$ cat src/rtl/sfa_pkg.sv
// Shared types and constants for the swap frame allocator.
// Holds the transfer payload structs, controller command and status, and state codes.
// No dependencies.
`default_nettype none

package sfa_pkg;

    localparam int SPACE_W      = 6;
    localparam int PAGE_INDEX_W = 20;
    localparam int FLAGS_W      = 12;
    localparam int FRAME_W      = 4;
    localparam int OWNER_PAGE_W = 5;
    localparam int WORD_W       = 32;
    localparam int PAGE_SHIFT   = 12;

    localparam logic [FLAGS_W-1:0] FLAG_MASK = 12'hfff;
    localparam logic [FLAGS_W-1:0] DIRTY_BIT = 12'h400;
    localparam logic [FLAGS_W-1:0] VALID_BIT = 12'h200;
    localparam logic [WORD_W-1:0]  ADDR_MASK = 32'hfffff000;

    localparam logic KIND_EVICT = 1'b0;
    localparam logic KIND_LOAD  = 1'b1;

    typedef struct packed {
        logic [SPACE_W-1:0]      address_space;
        logic [PAGE_INDEX_W-1:0] page_index;
        logic [FLAGS_W-1:0]      entry_low_flags;
    } fault_t;

    typedef struct packed {
        logic                    kind;
        logic [FRAME_W-1:0]      frame;
        logic [SPACE_W-1:0]      owner_space;
        logic [OWNER_PAGE_W-1:0] owner_page;
        logic [WORD_W-1:0]       entry_low;
        logic                    last;
    } result_t;

    typedef struct packed {
        logic capture;
        logic show_load;
        logic commit;
    } ctrl_cmd_t;

    typedef struct packed {
        logic pool_full;
    } dp_status_t;

    typedef enum logic [1:0] {
        ST_IDLE,
        ST_EVICT,
        ST_LOAD
    } state_t;

endpackage

`default_nettype wire

$ cat src/rtl/sfa_datapath.sv
// Datapath of the swap frame allocator: fill count, round-robin pointer, owner table.
// Builds eviction and load results under commands from sfa_ctrl.
// Depends on sfa_pkg.
`default_nettype none

module sfa_datapath
    import sfa_pkg::*;
#(
    parameter int POOL_FRAMES = 16,
    parameter int PAGE_LIMIT  = 32
) (
    input  wire logic               aclk,
    input  wire logic               aresetn,
    input  wire logic               cfg_wr_en,
    input  wire logic [WORD_W-1:0]  cfg_wr_data,
    input  wire fault_t             s_data,
    input  wire ctrl_cmd_t          cmd,
    output dp_status_t              status,
    output result_t                 m_data
);

    localparam int FW = $clog2(POOL_FRAMES);
    localparam int CW = $clog2(POOL_FRAMES + 1);
    localparam int PW = $clog2(PAGE_LIMIT);
    localparam logic [CW-1:0]           POOL_COUNT = CW'(POOL_FRAMES);
    localparam logic [FW-1:0]           LAST_FRAME = FW'(POOL_FRAMES - 1);
    localparam logic [PAGE_INDEX_W-1:0] PAGE_LIMIT_W = PAGE_INDEX_W'(PAGE_LIMIT);
    localparam logic [PW-1:0]           PAGE_MAX = PW'(PAGE_LIMIT - 1);

    logic [WORD_W-1:0]  pool_base_reg;
    logic [CW-1:0]      fill_reg, fill_next;
    logic [FW-1:0]      victim_reg, victim_next;
    logic [FW-1:0]      chosen_reg, chosen_next;
    logic [SPACE_W-1:0] space_reg;
    logic [PW-1:0]      page_reg, page_next;
    logic [FLAGS_W-1:0] flags_reg;
    logic [SPACE_W-1:0] ev_space_reg;
    logic [PW-1:0]      ev_page_reg;

    logic [SPACE_W-1:0] owner_space_mem [POOL_FRAMES];
    logic [PW-1:0]      owner_page_mem  [POOL_FRAMES];

    logic [WORD_W-PAGE_SHIFT-1:0] addr_hi;
    logic [FLAGS_W-1:0]           low_flags;
    logic [WORD_W-1:0]            load_word;

    assign status.pool_full = (fill_reg == POOL_COUNT);

    always_comb begin
        chosen_next = status.pool_full ? victim_reg : fill_reg[FW-1:0];
        victim_next = (chosen_next == LAST_FRAME) ? '0 : chosen_next + FW'(1);
        fill_next   = status.pool_full ? fill_reg : fill_reg + CW'(1);
        if (s_data.page_index >= PAGE_LIMIT_W) begin
            page_next = PAGE_MAX;
        end else begin
            page_next = s_data.page_index[PW-1:0];
        end
    end

    always_ff @(posedge aclk) begin
        if (!aresetn) begin
            pool_base_reg <= '0;
            fill_reg      <= '0;
            victim_reg    <= '0;
        end else begin
            if (cfg_wr_en) begin
                pool_base_reg <= cfg_wr_data;
            end
            if (cmd.capture) begin
                fill_reg   <= fill_next;
                victim_reg <= victim_next;
            end
        end
    end

    always_ff @(posedge aclk) begin
        if (cmd.capture) begin
            chosen_reg <= chosen_next;
            space_reg  <= s_data.address_space;
            page_reg   <= page_next;
            flags_reg  <= s_data.entry_low_flags;
        end
    end

    always_ff @(posedge aclk) begin
        if (cmd.capture) begin
            ev_space_reg <= owner_space_mem[chosen_next];
            ev_page_reg  <= owner_page_mem[chosen_next];
        end
        if (cmd.commit) begin
            owner_space_mem[chosen_reg] <= space_reg;
            owner_page_mem[chosen_reg]  <= page_reg;
        end
    end

    always_comb begin
        addr_hi   = pool_base_reg[WORD_W-1:PAGE_SHIFT] + (WORD_W - PAGE_SHIFT)'(chosen_reg);
        low_flags = (flags_reg | DIRTY_BIT | VALID_BIT) & FLAG_MASK;
        load_word = ({addr_hi, {PAGE_SHIFT{1'b0}}} & ADDR_MASK) | WORD_W'(low_flags);

        m_data.frame = FRAME_W'(chosen_reg);
        if (cmd.show_load) begin
            m_data.kind        = KIND_LOAD;
            m_data.owner_space = space_reg;
            m_data.owner_page  = OWNER_PAGE_W'(page_reg);
            m_data.entry_low   = load_word;
            m_data.last        = 1'b1;
        end else begin
            m_data.kind        = KIND_EVICT;
            m_data.owner_space = ev_space_reg;
            m_data.owner_page  = OWNER_PAGE_W'(ev_page_reg);
            m_data.entry_low   = '0;
            m_data.last        = 1'b0;
        end
    end

    a_fill_bound: assert property (@(posedge aclk) disable iff (!aresetn)
        fill_reg <= POOL_COUNT)
        else $error("fill count exceeds pool size");

    a_fill_grows: assert property (@(posedge aclk) disable iff (!aresetn)
        cmd.capture && !status.pool_full |=> fill_reg == $past(fill_reg) + CW'(1))
        else $error("fill count did not advance on a free-frame fault");

    a_full_holds: assert property (@(posedge aclk) disable iff (!aresetn)
        status.pool_full |=> status.pool_full)
        else $error("pool left the full condition");

endmodule

`default_nettype wire

$ cat src/rtl/sfa_ctrl.sv
// Controller state machine of the swap frame allocator.
// Sequences capture, optional eviction transfer and load transfer; drives the datapath.
// Depends on sfa_pkg.
`default_nettype none

module sfa_ctrl
    import sfa_pkg::*;
(
    input  wire logic       aclk,
    input  wire logic       aresetn,
    input  wire logic       s_valid,
    output logic            s_ready,
    output logic            m_valid,
    input  wire logic       m_ready,
    input  wire dp_status_t status,
    output ctrl_cmd_t       cmd
);

    state_t state_reg, state_next;

    always_ff @(posedge aclk) begin
        if (!aresetn) begin
            state_reg <= ST_IDLE;
        end else begin
            state_reg <= state_next;
        end
    end

    always_comb begin
        state_next    = state_reg;
        s_ready       = 1'b0;
        m_valid       = 1'b0;
        cmd.capture   = 1'b0;
        cmd.show_load = 1'b0;
        cmd.commit    = 1'b0;
        unique case (state_reg)
            ST_IDLE: begin
                s_ready     = 1'b1;
                cmd.capture = s_valid;
                if (s_valid) begin
                    state_next = status.pool_full ? ST_EVICT : ST_LOAD;
                end
            end
            ST_EVICT: begin
                m_valid = 1'b1;
                if (m_ready) begin
                    state_next = ST_LOAD;
                end
            end
            ST_LOAD: begin
                m_valid       = 1'b1;
                cmd.show_load = 1'b1;
                cmd.commit    = m_ready;
                if (m_ready) begin
                    state_next = ST_IDLE;
                end
            end
            default: begin
                state_next = ST_IDLE;
            end
        endcase
    end

    a_accept_busy: assert property (@(posedge aclk) disable iff (!aresetn)
        s_valid && s_ready |=> state_reg != ST_IDLE)
        else $error("accepted fault left the controller idle");

    a_free_no_evict: assert property (@(posedge aclk) disable iff (!aresetn)
        cmd.capture && !status.pool_full |=> state_reg == ST_LOAD)
        else $error("eviction issued while a free frame existed");

    a_evict_then_load: assert property (@(posedge aclk) disable iff (!aresetn)
        state_reg == ST_EVICT && m_ready |=> state_reg == ST_LOAD)
        else $error("eviction transfer not followed by load");

    a_load_done: assert property (@(posedge aclk) disable iff (!aresetn)
        state_reg == ST_LOAD && m_ready |=> state_reg == ST_IDLE)
        else $error("controller did not return to idle after load");

endmodule

`default_nettype wire

$ cat src/rtl/swap_frame_allocator.sv
// Top level of the swap frame allocator: page fault in, eviction and load results out.
// Instantiates sfa_ctrl and sfa_datapath; depends on sfa_pkg.
//
// Each accepted page fault picks the lowest free frame of the pool, or the frame at a
// round-robin pointer once every frame is owned, and produces an eviction transfer (only
// when the frame was owned) followed by a load transfer marked last. The eviction
// transfer has a state of its own, ST_EVICT ahead of ST_LOAD, since the owner-table read
// of the evicted entry is registered at the accepting edge. Both transfers wait while the
// result side holds m_ready low and otherwise leave one per cycle. Faults are taken one
// at a time.
// The pool base address may be written only while no fault is in flight.
`default_nettype none

module swap_frame_allocator
    import sfa_pkg::*;
#(
    parameter int POOL_FRAMES = 16,
    parameter int PAGE_LIMIT  = 32
) (
    input  wire logic              aclk,
    input  wire logic              aresetn,
    input  wire logic              cfg_wr_en,
    input  wire logic [WORD_W-1:0] cfg_wr_data,
    input  wire logic              s_valid,
    output logic                   s_ready,
    input  wire fault_t            s_data,
    output logic                   m_valid,
    input  wire logic              m_ready,
    output result_t                m_data
);

    ctrl_cmd_t  cmd;
    dp_status_t status;

    sfa_ctrl u_ctrl (
        .aclk    (aclk),
        .aresetn (aresetn),
        .s_valid (s_valid),
        .s_ready (s_ready),
        .m_valid (m_valid),
        .m_ready (m_ready),
        .status  (status),
        .cmd     (cmd)
    );

    sfa_datapath #(
        .POOL_FRAMES (POOL_FRAMES),
        .PAGE_LIMIT  (PAGE_LIMIT)
    ) u_datapath (
        .aclk        (aclk),
        .aresetn     (aresetn),
        .cfg_wr_en   (cfg_wr_en),
        .cfg_wr_data (cfg_wr_data),
        .s_data      (s_data),
        .cmd         (cmd),
        .status      (status),
        .m_data      (m_data)
    );

endmodule

`default_nettype wire

$ cat config.mk
export PLATFORM = sky130hd
export DESIGN_NAME = swap_frame_allocator
export DESIGN_NICKNAME = d
export VERILOG_FILES = /design/src/rtl/sfa_pkg.sv /design/src/rtl/sfa_datapath.sv /design/src/rtl/sfa_ctrl.sv /design/src/rtl/swap_frame_allocator.sv
export SDC_FILE = /design/constraint.sdc
export NUM_CORES = 1
export LEC_CHECK = 0
export ABC_AREA = 1
export BUFFER_PORTS_ARGS = -buffer_cell sky130_fd_sc_hd__buf_4
export CAP_MARGIN = 15
export CORE_MARGIN = 5
export CORE_UTILIZATION = 47
export CTS_BUF_LIST = sky130_fd_sc_hd__clkbuf_4
export DETAILED_ROUTE_END_ITERATION = 10
export PLACE_DENSITY = 0.66
export SYNTH_ARGS = -nofsm -noshare
export SYNTH_HDL_FRONTEND = slang
export SYNTH_SLANG_ARGS = --single-unit
$ cat constraint.sdc
create_clock -name aclk -period 3.4 [get_ports aclk]
set_clock_uncertainty 0.1 [all_clocks]
set_input_delay 0.34 -clock aclk [delete_from_list [all_inputs] [get_ports aclk]]
set_output_delay 0.34 -clock aclk [all_outputs]
set_load 0.01 [all_outputs]
# Word level (Yosys, flattened, before mapping)
# Memories as Yosys holds them, arrays and structs flattened. A register that Yosys moved wholly into a read port is not among the register bits.
# Cells that the tools add are included.
dict set report word_totals {
  regBits 70
  output_inout_bits 51
  in_bits 75
  wordCells 42
  ramBits 176
  memories 2
}
dict set report classes {
  mux 15
  n_reduce_logical 4
  magnitude_cmp 1
  bitwise 2
  add_sub_neg 3
  n_eq_ne 7
}
# memory depth width read_ports rd_clocked_by_memory_dff write_ports line
set mem_list {}
lappend mem_list {u_datapath.owner_space_mem 16 6 1 1 1 sfa_datapath.sv:40} ;# logic [SPACE_W-1:0] owner_space_mem [POOL_FRAMES];
lappend mem_list {u_datapath.owner_page_mem 16 5 1 1 1 sfa_datapath.sv:41} ;# logic [PW-1:0] owner_page_mem [POOL_FRAMES];
# cell count
set ops {}
lappend ops {{$mux 44} 1}
lappend ops {{$or 32x12->32} 1}
lappend ops {{$add 20x4->20} 1}
lappend ops {{$ge 20x6->1 const B} 1}
lappend ops {{$mux 2} 5}
lappend ops {{$mux 4} 2}
lappend ops {{$mux 1} 6}
lappend ops {{$ne 2x2->1 const B} 3}
lappend ops {{$pmux 2 s3} 1}
lappend ops {{$add 5x1->5 const B} 1}
lappend ops {{$eq 5x5->1 const B} 1}
lappend ops {{$add 4x1->4 const B} 1}
lappend ops {{$eq 4x4->1 const B} 1}
lappend ops {{$reduce_and 3->1} 1}
lappend ops {{$eq 2x1->1 const B} 1}
lappend ops {{$eq 2x2->1 const B} 1}
lappend ops {{$logic_not 2->1} 1}
lappend ops {{$reduce_and 2->1} 1}
lappend ops {{$reduce_or 2->1} 1}
lappend ops {{$not 1->1} 1}

# Depth between registers and ports, before layout
# Gate-level depths: netlist of the first run.
dict set report logic_depth {
  word_depth 4
  mapped_depth 16
  ltp_nobuf 13
}

# Modules after synthesis
# Synthesis of the first run repeated with hierarchy kept, for this count alone.
dict set report unflattened {
  cells_unflattened 1175
  area_unflattened_um2 11215.8
}
# module seq_area_each_um2 n_inst area_each_um2 cells_per_inst
set by_module_without_submodules {}
lappend by_module_without_submodules {sfa_datapath 6946.7 1 10999.3 1144}
lappend by_module_without_submodules {sfa_ctrl 40.0 1 216.5 31}

# Worst setup path before layout of the first run
# Ideal clock, no wire load.
dict set report synth_timing {
  path_kind {register -> register}
  from {register u_ctrl.state_reg[0]}
  to {register u_datapath.fill_reg[4]}
  stages_incl_launch_ff 10
  slack_ps 863
  setup_time_ps 119
  required_time_ps 3181
  period_less_slack_ps 2537
  n_path_buf 0
  t_arrival_ps 2317
  path_cell_list {dfxtp_1 -> inv_1 -> ha_1 -> nand2_1 -> inv_1 -> nand2_1 -> nor3_1 -> nand2_1 -> o21ai_0 -> a21oi_1}
}
# item line
set synth_rtl {}
lappend synth_rtl {{start: declaration} sfa_ctrl.sv:19} ;# state_t state_reg, state_next;
lappend synth_rtl {{start signal: assignment} sfa_ctrl.sv:25} ;# state_reg <= state_next;
lappend synth_rtl {{end signal: assignment} sfa_datapath.sv:70} ;# fill_reg <= fill_next;
lappend synth_rtl {{end: declaration} sfa_datapath.sv:31} ;# logic [CW-1:0] fill_reg, fill_next;

==> results of run 1 <==
==> through the flow <==
| stage | instances | utilization, % |
|---|---|---|
| global route | 1781 | 59.4 |
| finish | 1781 | 59.4 |
| global placement | 1601 | 53.1 |
| CTS | 1778 | 59.2 |
| detailed placement | 1601 | 53.1 |
| floorplan | 1185 | - |
==> routing by layer <==
metal  wire [um]  share of wire, %  vias to the layer above  GRT usage (%)
met5           0                 0                        -              0
met4         527               1.9                        0           6.31
met3        2000               7.1                       46           4.07
met2       14000                49                      306           36.2
met1       11900                42                     4149           27.2
li1            -                 -                     4369              -
==> worst register-to-register path, stage by stage, from the launching register on <==
cell and delay (ps):
dfxtp_1 420, inv_1 110, ha_1 200, nand2_1 80
inv_2 50, nand2_1 110, buf_4 220, nand2_1 110
nand2_2 330, buf_12 250, nand2_1 100, nand3_1 80
nand3_1 80, nand3_1 180, nand2_1 80
==> cells by family after synthesis <==
logic type	Yosys count	share of synthesized area (%)
adder cells (fa/ha/maj)	11	1.29
XOR/XNOR	3	0.234
flip-flops	243	62.3
AO/OA/AOI/OAI	72	3.58
AND/OR/NAND/NOR	565	22.0
buffers and inverters	291	10.6
==> power groups by stage <==
stage	clock [mW]	combinational (mW)	sequential, mW
3_5_place_dp	0	0.884	3.47
5_1_grt	2.54	1.07	3.42
4_1_cts	2.38	0.953	3.41
2_1_floorplan	0	0.537	3.46
3_3_place_gp	0	0.872	3.47
6_report	2.31	0.962	3.41
==> placed cells by master, fill, tap and decap left out, drive strengths merged <==
cell type and count:
a211oi 1, a21oi 29, a31oi 2, buf 152, clkbuf 85, clkinv 21
clkinvlp 1, dfxtp 31, diode 1, dlygate4sd3 70, edfxtp 212, fa 1
ha 10, inv 238, nand2 239, nand3 233, nand4 6, nor2 73
nor3 9, nor3b 2, nor4 3, o21a 1, o21ai 39, xor2 3
==> path summary, 6_finish.rpt <==
check | end | cells after the start | slack [ps] | from
setup / recovery | m_data[19] | 8 | 170 | u_datapath.chosen_reg[0]
hold / removal | u_ctrl.state_reg[1] | 5 | 110 | m_ready
setup reg to reg | u_datapath.ev_space_reg[0] | 14 | 630 | u_datapath.fill_reg[0]
hold reg to reg | u_datapath.fill_reg[4] | 2 | 370 | u_datapath.fill_reg[4]
==> timing repair <==
| action | 4_1_cts | 5_1_grt |
|---|---|---|
| resized for setup | 0 | 4 |
| endpoints found under the hold margin | 47 | 0 |
| endpoints found under the setup margin | 0 | 9 |
| setup buffers | 0 | 2 |
| hold buffers | 70 | 0 |
==> layout make-up <==
type,count,area [um2]
tap,319,399
sequential,243,6990
timing repair buffer,222,1870
antenna,1,2.50
clock buffer,85,638
clock inverter,22,95.1
inverter,238,897
fill,2018,9530
multi-input combinational,651,3060
==> flow_summary.ini, run 1 <==
[power]
p_int_mw = 4.88
switchingPower_mw = 1.80
seq_power_share_pct = 51.0
leakagePower_nw = 6.24
max-vdd-ir-drop_mv = 0.288
p_comb_share_pct = 14.4
swShare_pct = 27.0
clock_power_share_pct = 34.6
power.density_nw_per_um2 = 480
power.total_mw = 6.69

[global_route]
grt_remaining_overflow = 0
grt_pass1_vias = 8673
grt_pass1_wl_um = 44600
grtUsageTotal_pct = 21.0
antenna_found_initial = 1
grt_max_degree = 47

[synth]
post-synth-top-count-cell = nand2_1
yosys.cell_types.count = 29
syn_inst = 1185
synth_flop_cell = edfxtp_1
yosys-top-cells-area = edfxtp_1 57%, nand3_1 10%, nand2_1 7.9%
yosysWarnings = 0
synth_nets = 1271
synth_area_um2 = 11200
avgSynthCellArea_um2 = 9.47
ys_seq_elements = 243
synth_area_leader_cell = edfxtp_1
synth_common_cells = 237 x nand2_1, 235 x inv_1, 233 x nand3_1, 212 x edfxtp_1, 72 x nor2_1
yosysSeqAreaShare_pct = 62.3
synth_edf_count = 212
synth_top_area_share_pct = 56.7
synthArstFlopShare_pct = 0

[floorplan]
core_um2 = 23500
dieArea_um2 = 27100
num_rows = 56
die_h_um = 165
die_w_um = 165
floorplan.initialDensity_pct = 47.8
num_io_pins = 126

[final_layout]
largest_reg_flops = 96
layout-drive-gt1-share_pct = 17.4
stdcell_area_um2 = 13900
nNetsFinal = 1503
syn_to_final_growth_pct = 24.3

[placed_design]
numPortBuffers = 111
gp_congestion = 0.893
place_area_um2 = 12500
pre_cts_ws_ps = 676
hpwlAfterDp_um = 17400

[routing]
dr_total_vias = 8870
drt_first_iter_violations = 717
via_per_inst = 4.98
drc = 0
dr.pass1.iters = 5
routed_wl_um = 28400
final_antenna_net_count = 0
wire_per_inst_um = 15.9

[critical_path]
crit_top_cell = nand3_1
slowest_delay_ps = 470
critPathTopFamily = adder cells
path_cells = ha_1, fa_1, nand3_1, nand3_1, nand2_1, inv_1, a211oi_1, buf_4
arrival_ps = 2790
crit_buf_inv = 2
end_kind = output pin
path_max_fanout = 5
critPathLaunchType = flip-flop
crit_type = flip-flop to output pin
worst_path_max_delay_cell = edfxtp_1
crit_required_ps = 2960

[clock_network]
cts.sinks = 243
clockRootBuffer = clkbuf_4
cts_inserted_buffers = 61
clk_path_buf_depth = 3
path_clk_slew_ps = 60
clock_latency_ps = 710
htreeDepth = 2
cts_tree = built

[timing]
slew_viol_final = 0
fin_crit_ps = 3230
whs_ps = 114
fmax_ghz = 0.310
layout_setup_ws_ps = 173
fin_crit_sh_pct = 94.9
worstMarginPinSlew_ps = 832
slew_headroom_pct = 44.4
hold_viol_final = 0
tns_ps = 0
setup_viol = 0

[status]
status = finished, final reports clean

[worst_hold_path]
hp-class = input port to flip-flop

[run]
drv_cap = 0
(Power assumes the default switching activity.)
==> run 2: changes to the inputs <==
- SYNTH_HIERARCHICAL: unset -> 1
- clock period: 3.4 -> 3.8 ns (I/O delays scaled with it)
==> run 2 against run 1 <==
Net effect: total power decreased by 11%; routed wire length increased by 1.6%; worst setup slack improved by 250 ps; utilization is 0.78 points lower; non-clock buffer count is 19 lower; first-iteration DRC count rose by 6.3%; clock power shrank 8.7%; synthesized area is essentially flat; via count down 0.99%; combinational power down 14%.
==> flow_summary.ini, run 2 <==
[timing]
fin_crit_ps = 3380
layout_setup_ws_ps = 418
rsz0062_at_grt = false
hold_viol_final = 0
setup_viol = 0
tns_ps = 0
fmax_ghz = 0.296
slew_headroom_pct = 32.4
fin_crit_sh_pct = 89.0
slew_viol_final = 0
worstMarginPinSlew_ps = 1010

[floorplan]
die_w_um = 164
dieArea_um2 = 27100
num_io_pins = 126
die_h_um = 164
floorplan.initialDensity_pct = 47.8
core_um2 = 23500
num_rows = 56

[final_layout]
final_cell_mix = 234 x nand2_1, 232 x inv_1, 226 x nand3_1
layout-drive-gt1-share_pct = 18.1
largest_reg_flops = 96
layout_commonest_cell = nand2_1
syn_to_final_growth_pct = 22.7
nNetsFinal = 1482

[critical_path]
arrival_ps = 2900
end_kind = output pin
crit_required_ps = 3320
crit_type = flip-flop to output pin
path_max_fanout = 6
critPathLaunchType = flip-flop

[synth]
synth_flop_cell = edfxtp_1
synth_common_cells = 235 x nand2_1, 233 x inv_1, 226 x nand3_1, 212 x edfxtp_1, 69 x nor2_1
yosys.cell_types.count = 33
post-synth-top-count-cell = nand2_1
ys_seq_elements = 243
synth_area_um2 = 11200
avgSynthCellArea_um2 = 9.55
synthArstFlopShare_pct = 0
yosysSeqAreaShare_pct = 62.3
synth_nets = 1262
synth_area_leader_cell = edfxtp_1
synth_top_area_share_pct = 56.8
yosysWarnings = 6
synth_edf_count = 212
syn_inst = 1175
yosys-top-cells-area = edfxtp_1 57%, nand3_1 10%, nand2_1 7.9%

[clock_network]
clockRootBuffer = clkbuf_4
htreeDepth = 3
path_clk_slew_ps = 60
cts.sinks = 243
ctsHoldBuffers = 58
cts_setup_buffers = 0
cts_tree = built
cts_inserted_buffers = 66
cts_resized = 0
clk_path_buf_depth = 3
clock_latency_ps = 640

[status]
status = finished, final reports clean

[global_route]
grt_remaining_overflow = 0
grt_pass1_wl_um = 44500
top_usage_layer = met2
grt_use_met1_pct = 27.7
grt_pass1_vias = 8424
grt_max_degree = 47
use_met3_pct = 5.71
met2_usage_pct = 34.7
grtUsageTotal_pct = 21.3
antenna_found_initial = 1

[run]
drv_cap = 0

[power]
leakagePower_nw = 6.18
power.density_nw_per_um2 = 434
max-vdd-ir-drop_mv = 0.225

[placed_design]
numPortBuffers = 111
hpwlAfterDp_um = 17900
gp_congestion = 0.877
pre_cts_ws_ps = 848

[routing]
via_per_inst = 5.02
final_antenna_net_count = 0
drt_first_iter_violations = 762
dr.pass1.iters = 6
dr_total_vias = 8782
drc = 0
wire_per_inst_um = 16.5
routed_wl_um = 28800

[worst_hold_path]
hp-class = input port to flip-flop
==> run 2: cell count changes after synthesis, moves of 2 or more <==
| cell | change |
|---|---|
| clkbuf_1 | -3 |
| nand2_2 | +2 |
| inv_1 | -2 |
| nand4_1 | -3 |
| nor2_1 | -3 |
| nand3_1 | -7 |
| nand2_1 | -2 |
| nor3_1 | -2 |
| buf_2 | +2 |
| nand3_2 | +2 |
==> run 2: stage by stage <==
stage	area (um2)	cells	hold slack [ps]	util (%)	total power, mW
after floorplan	11200	1175	338	-	3.55
after global placement	12400	1588	355	53.0	3.85
after detailed placement	12400	1588	362	53.0	3.87
after CTS	13800	1747	7.40	58.6	6.03
after global routing	13800	1749	13.4	58.6	6.29
final	13800	1749	51.2	58.6	5.97
==> run 2: cell families (layout without fill, tap and decap cells) <==
kind of cell               after synthesis  after routing  synth area share, %
and+or+nand+nor                        554            554                 21.7
AOI/OAI and AO/OA                       73             73                 3.68
buffers and inverters                  290            543                 10.7
adders and majority gates               12             12                 1.41
other                                    0              2                    0
xor gates and xnor gates                 3              3                0.234
DFF                                    243            243                 62.3
==> run 2: worst paths after layout <==
path / slack [ps] / from / cells after the start / end
max reg2reg: 810 / u_datapath/fill_reg[0] / 13 / u_datapath/ev_space_reg[1]
min: 50 / s_data[23] / 5 / u_datapath/page_reg[0]
min reg2reg: 370 / u_datapath/fill_reg[4] / 2 / u_datapath/fill_reg[4]
max: 420 / u_datapath/chosen_reg[0] / 10 / m_data[29]
==> run 2: worst max-delay path, cell delays in order (launching register included) <==
cell and delay, ps:
edfxtp_1 470, ha_1 300, fa_1 250, nand3_1 90
nand2_1 170, nand2_1 120, nor2_1 310, nand2_1 150
o21ai_0 190, nor2_1 80, buf_4 140
==> run 2: layout make-up <==
| class | count | area, um2 |
|---|---|---|
| Inverter | 239 | 911 |
| Fill cell | 1973 | 9710 |
| Clock inverter | 8 | 31.3 |
| Multi-Input combinational cell | 642 | 3040 |
| Tap cell | 319 | 399 |
| Antenna cell | 2 | 5.00 |
| Clock buffer | 93 | 698 |
| Sequential cell | 243 | 6990 |
| Timing Repair Buffer | 203 | 1690 |
==> run 2: report_power, final <==
| group | internal, mW | switching [mW] | total [mW] |
|---|---|---|---|
| Combinational | 0.328 | 0.496 | 0.824 |
| Clock | 1.11 | 0.999 | 2.11 |
| Sequential | 2.98 | 0.0625 | 3.04 |
| Total | 4.41 | 1.56 | 5.97 |
==> run 2: routing by layer <==
layer  up-vias  share of wire [%]
li1       4292                  -
met3        46                9.4
met2       370                 47
met5         -                  0
met4         0                2.1
met1      4074                 41
==> run 3: changes to the inputs <==
--- a/config.mk
+++ b/config.mk
@@ -7,5 +7,5 @@
 export LEC_CHECK = 0
 export ABC_AREA = 1
-export BUFFER_PORTS_ARGS = -buffer_cell sky130_fd_sc_hd__buf_4
+export BUFFER_PORTS_ARGS = -buffer_cell sky130_fd_sc_hd__buf_2
 export CAP_MARGIN = 15
 export CORE_MARGIN = 5
==> constraint.sdc (replaced) <==
create_clock -name aclk -period 3.8 [get_ports aclk]
set_clock_uncertainty 0.1 [all_clocks]
set_input_delay 0.76 -clock aclk [delete_from_list [all_inputs] [get_ports aclk]]
set_output_delay 0.76 -clock aclk [all_outputs]
set_load 0.01 [all_outputs]
==> run 3 against run 2 <==
Net effect: total power is 0.37% higher; via count is 2.4% lower; count of clock-buffer cells in the layout grew 10; routed wire length is 3.0% lower; critical endpoint is now m_data[27]; largest cell class unchanged.
==> flow_summary.ini, run 3 (synthesized netlist as in run 2, its figures left out) <==
[global_route]
grt_max_degree = 52
grt_remaining_overflow = 0
grt_pass1_wl_um = 43600
grtUsageTotal_pct = 20.9
grt_pass1_vias = 8246
grt_use_met1_pct = 27.9
use_met3_pct = 5.19
top_usage_layer = met2
met2_usage_pct = 33.6
antenna_found_initial = 1

[clock_network]
clockRootBuffer = clkbuf_4
ctsHoldBuffers = 0
htreeDepth = 3
cts.sinks = 243
clk_path_buf_depth = 3
cts_inserted_buffers = 67
path_clk_slew_ps = 60
cts_tree = built
clock_latency_ps = 640

[routing]
via_per_inst = 5.04
routed_wl_um = 28000
dr_total_vias = 8572
dr.pass1.iters = 5
wire_per_inst_um = 16.4
drt_first_iter_violations = 736
drc = 0
final_antenna_net_count = 0

[timing]
whs_ps = 192
fin_crit_ps = 3540
fmax_ghz = 0.282
fin_crit_sh_pct = 93.2
slew_viol_final = 0
layout_setup_ws_ps = 259
setup_viol = 0
hold_viol_final = 0
slew_headroom_pct = 45.8
worstMarginPinSlew_ps = 813
rsz0062_at_grt = false
tns_ps = 0

[power]
p_int_mw = 4.44
clock_power_share_pct = 37.5
power.density_nw_per_um2 = 461
power.total_mw = 5.99
leakagePower_nw = 5.90
max-vdd-ir-drop_mv = 0.307
seq_power_share_pct = 50.8
p_comb_share_pct = 11.8
swShare_pct = 25.9
switchingPower_mw = 1.56

[run]
drv_cap = 0

[floorplan]
core_um2 = 23500
floorplan.initialDensity_pct = 47.8
num_rows = 56
dieArea_um2 = 27100
die_h_um = 164
num_io_pins = 126
die_w_um = 164

[worst_hold_path]
hp-class = input port to flip-flop
min_path_cells = 1

[critical_path]
crit_required_ps = 2940
worst_path_max_delay_cell = edfxtp_1
path_cells = ha_1, fa_1, nand3_1, nand2_1, nand2_1, nor2_2, nand2_1, o21ai_0, a21oi_1, buf_2
crit_type = flip-flop to output pin
slowest_delay_ps = 430
critPathTopFamily = adder cells
end_kind = output pin
crit_top_cell = nand2_1
arrival_ps = 2680
reg2reg_depth = 13
critPathLaunchType = flip-flop
r2r_slack_ps = 960
path_depth = 10
path_max_fanout = 6
crit_buf_inv = 1

[final_layout]
final_cell_mix = 234 x nand2_1, 232 x inv_1, 226 x nand3_1
nNetsFinal = 1425
syn_to_final_growth_pct = 15.8
stdcell_area_um2 = 13000
n_fill_cell = 2083
largest_reg_flops = 96
multi_input_area_um2 = 3040
layout.cells.non_filler = 1702
register_area_um2 = 6990
post-route-util_pct = 55.3
layout_commonest_cell = nand2_1
layout-drive-gt1-share_pct = 19.6

[status]
status = finished, final reports clean

[placed_design]
place_area_um2 = 12200
hpwlAfterDp_um = 17800
dpl.cell_count = 1587
numPortBuffers = 111
pre_cts_ws_ps = 861
gp_congestion = 0.886
-- run 3: cell types whose count changed in the layout (fill, tap and decap cells not counted), moves of 2 or more --
cell and delta:
buf_2 +111, nor2_1 -2, nor2_2 +2, dlygate4sd3_1 -58, clkbuf_4 +10, buf_4 -111
-- run 3: cell type report --
class | instances | share of cell area [%]
Clock inverter | 10 | 0.308
Inverter | 239 | 7.01
Antenna cell | 1 | 0.0193
Multi-Input combinational cell | 642 | 23.4
Clock buffer | 103 | 5.95
Timing Repair Buffer | 145 | 6.43
Sequential cell | 243 | 53.8
Tap cell | 319 | 3.07
-- run 3: what timing repair did --
action	in CTS	in global routing
endpoints found under the setup margin	0	5
gates resized for setup	0	2
buffers inserted	0	1
-- run 3: routing by layer --
metal / vias to the layer above / wire length [um]
li1: 4181 / -
met1: 3994 / 12100
met2: 355 / 13200
met3: 42 / 2120
met4: 0 / 592
met5: - / 0
-- run 3: final timing paths --
check | start | to
worst max-delay path | u_datapath/chosen_reg[0] | m_data[27]
worst min-delay path | s_data[34] | u_datapath/space_reg[2]
worst max register to register | u_datapath/fill_reg[0] | u_datapath/ev_space_reg[1]
worst min register to register | u_datapath/pool_base_reg[31] | u_datapath/pool_base_reg[31]
-- run 3: power groups by stage --
stage	logic [mW]	registers, mW	clock network [mW]
2_1_floorplan	0.468	3.08	0
3_3_place_gp	0.691	3.10	0
4_1_cts	0.706	3.04	2.32
6_report	0.706	3.04	2.25
5_1_grt	0.791	3.05	2.47
3_5_place_dp	0.703	3.10	0
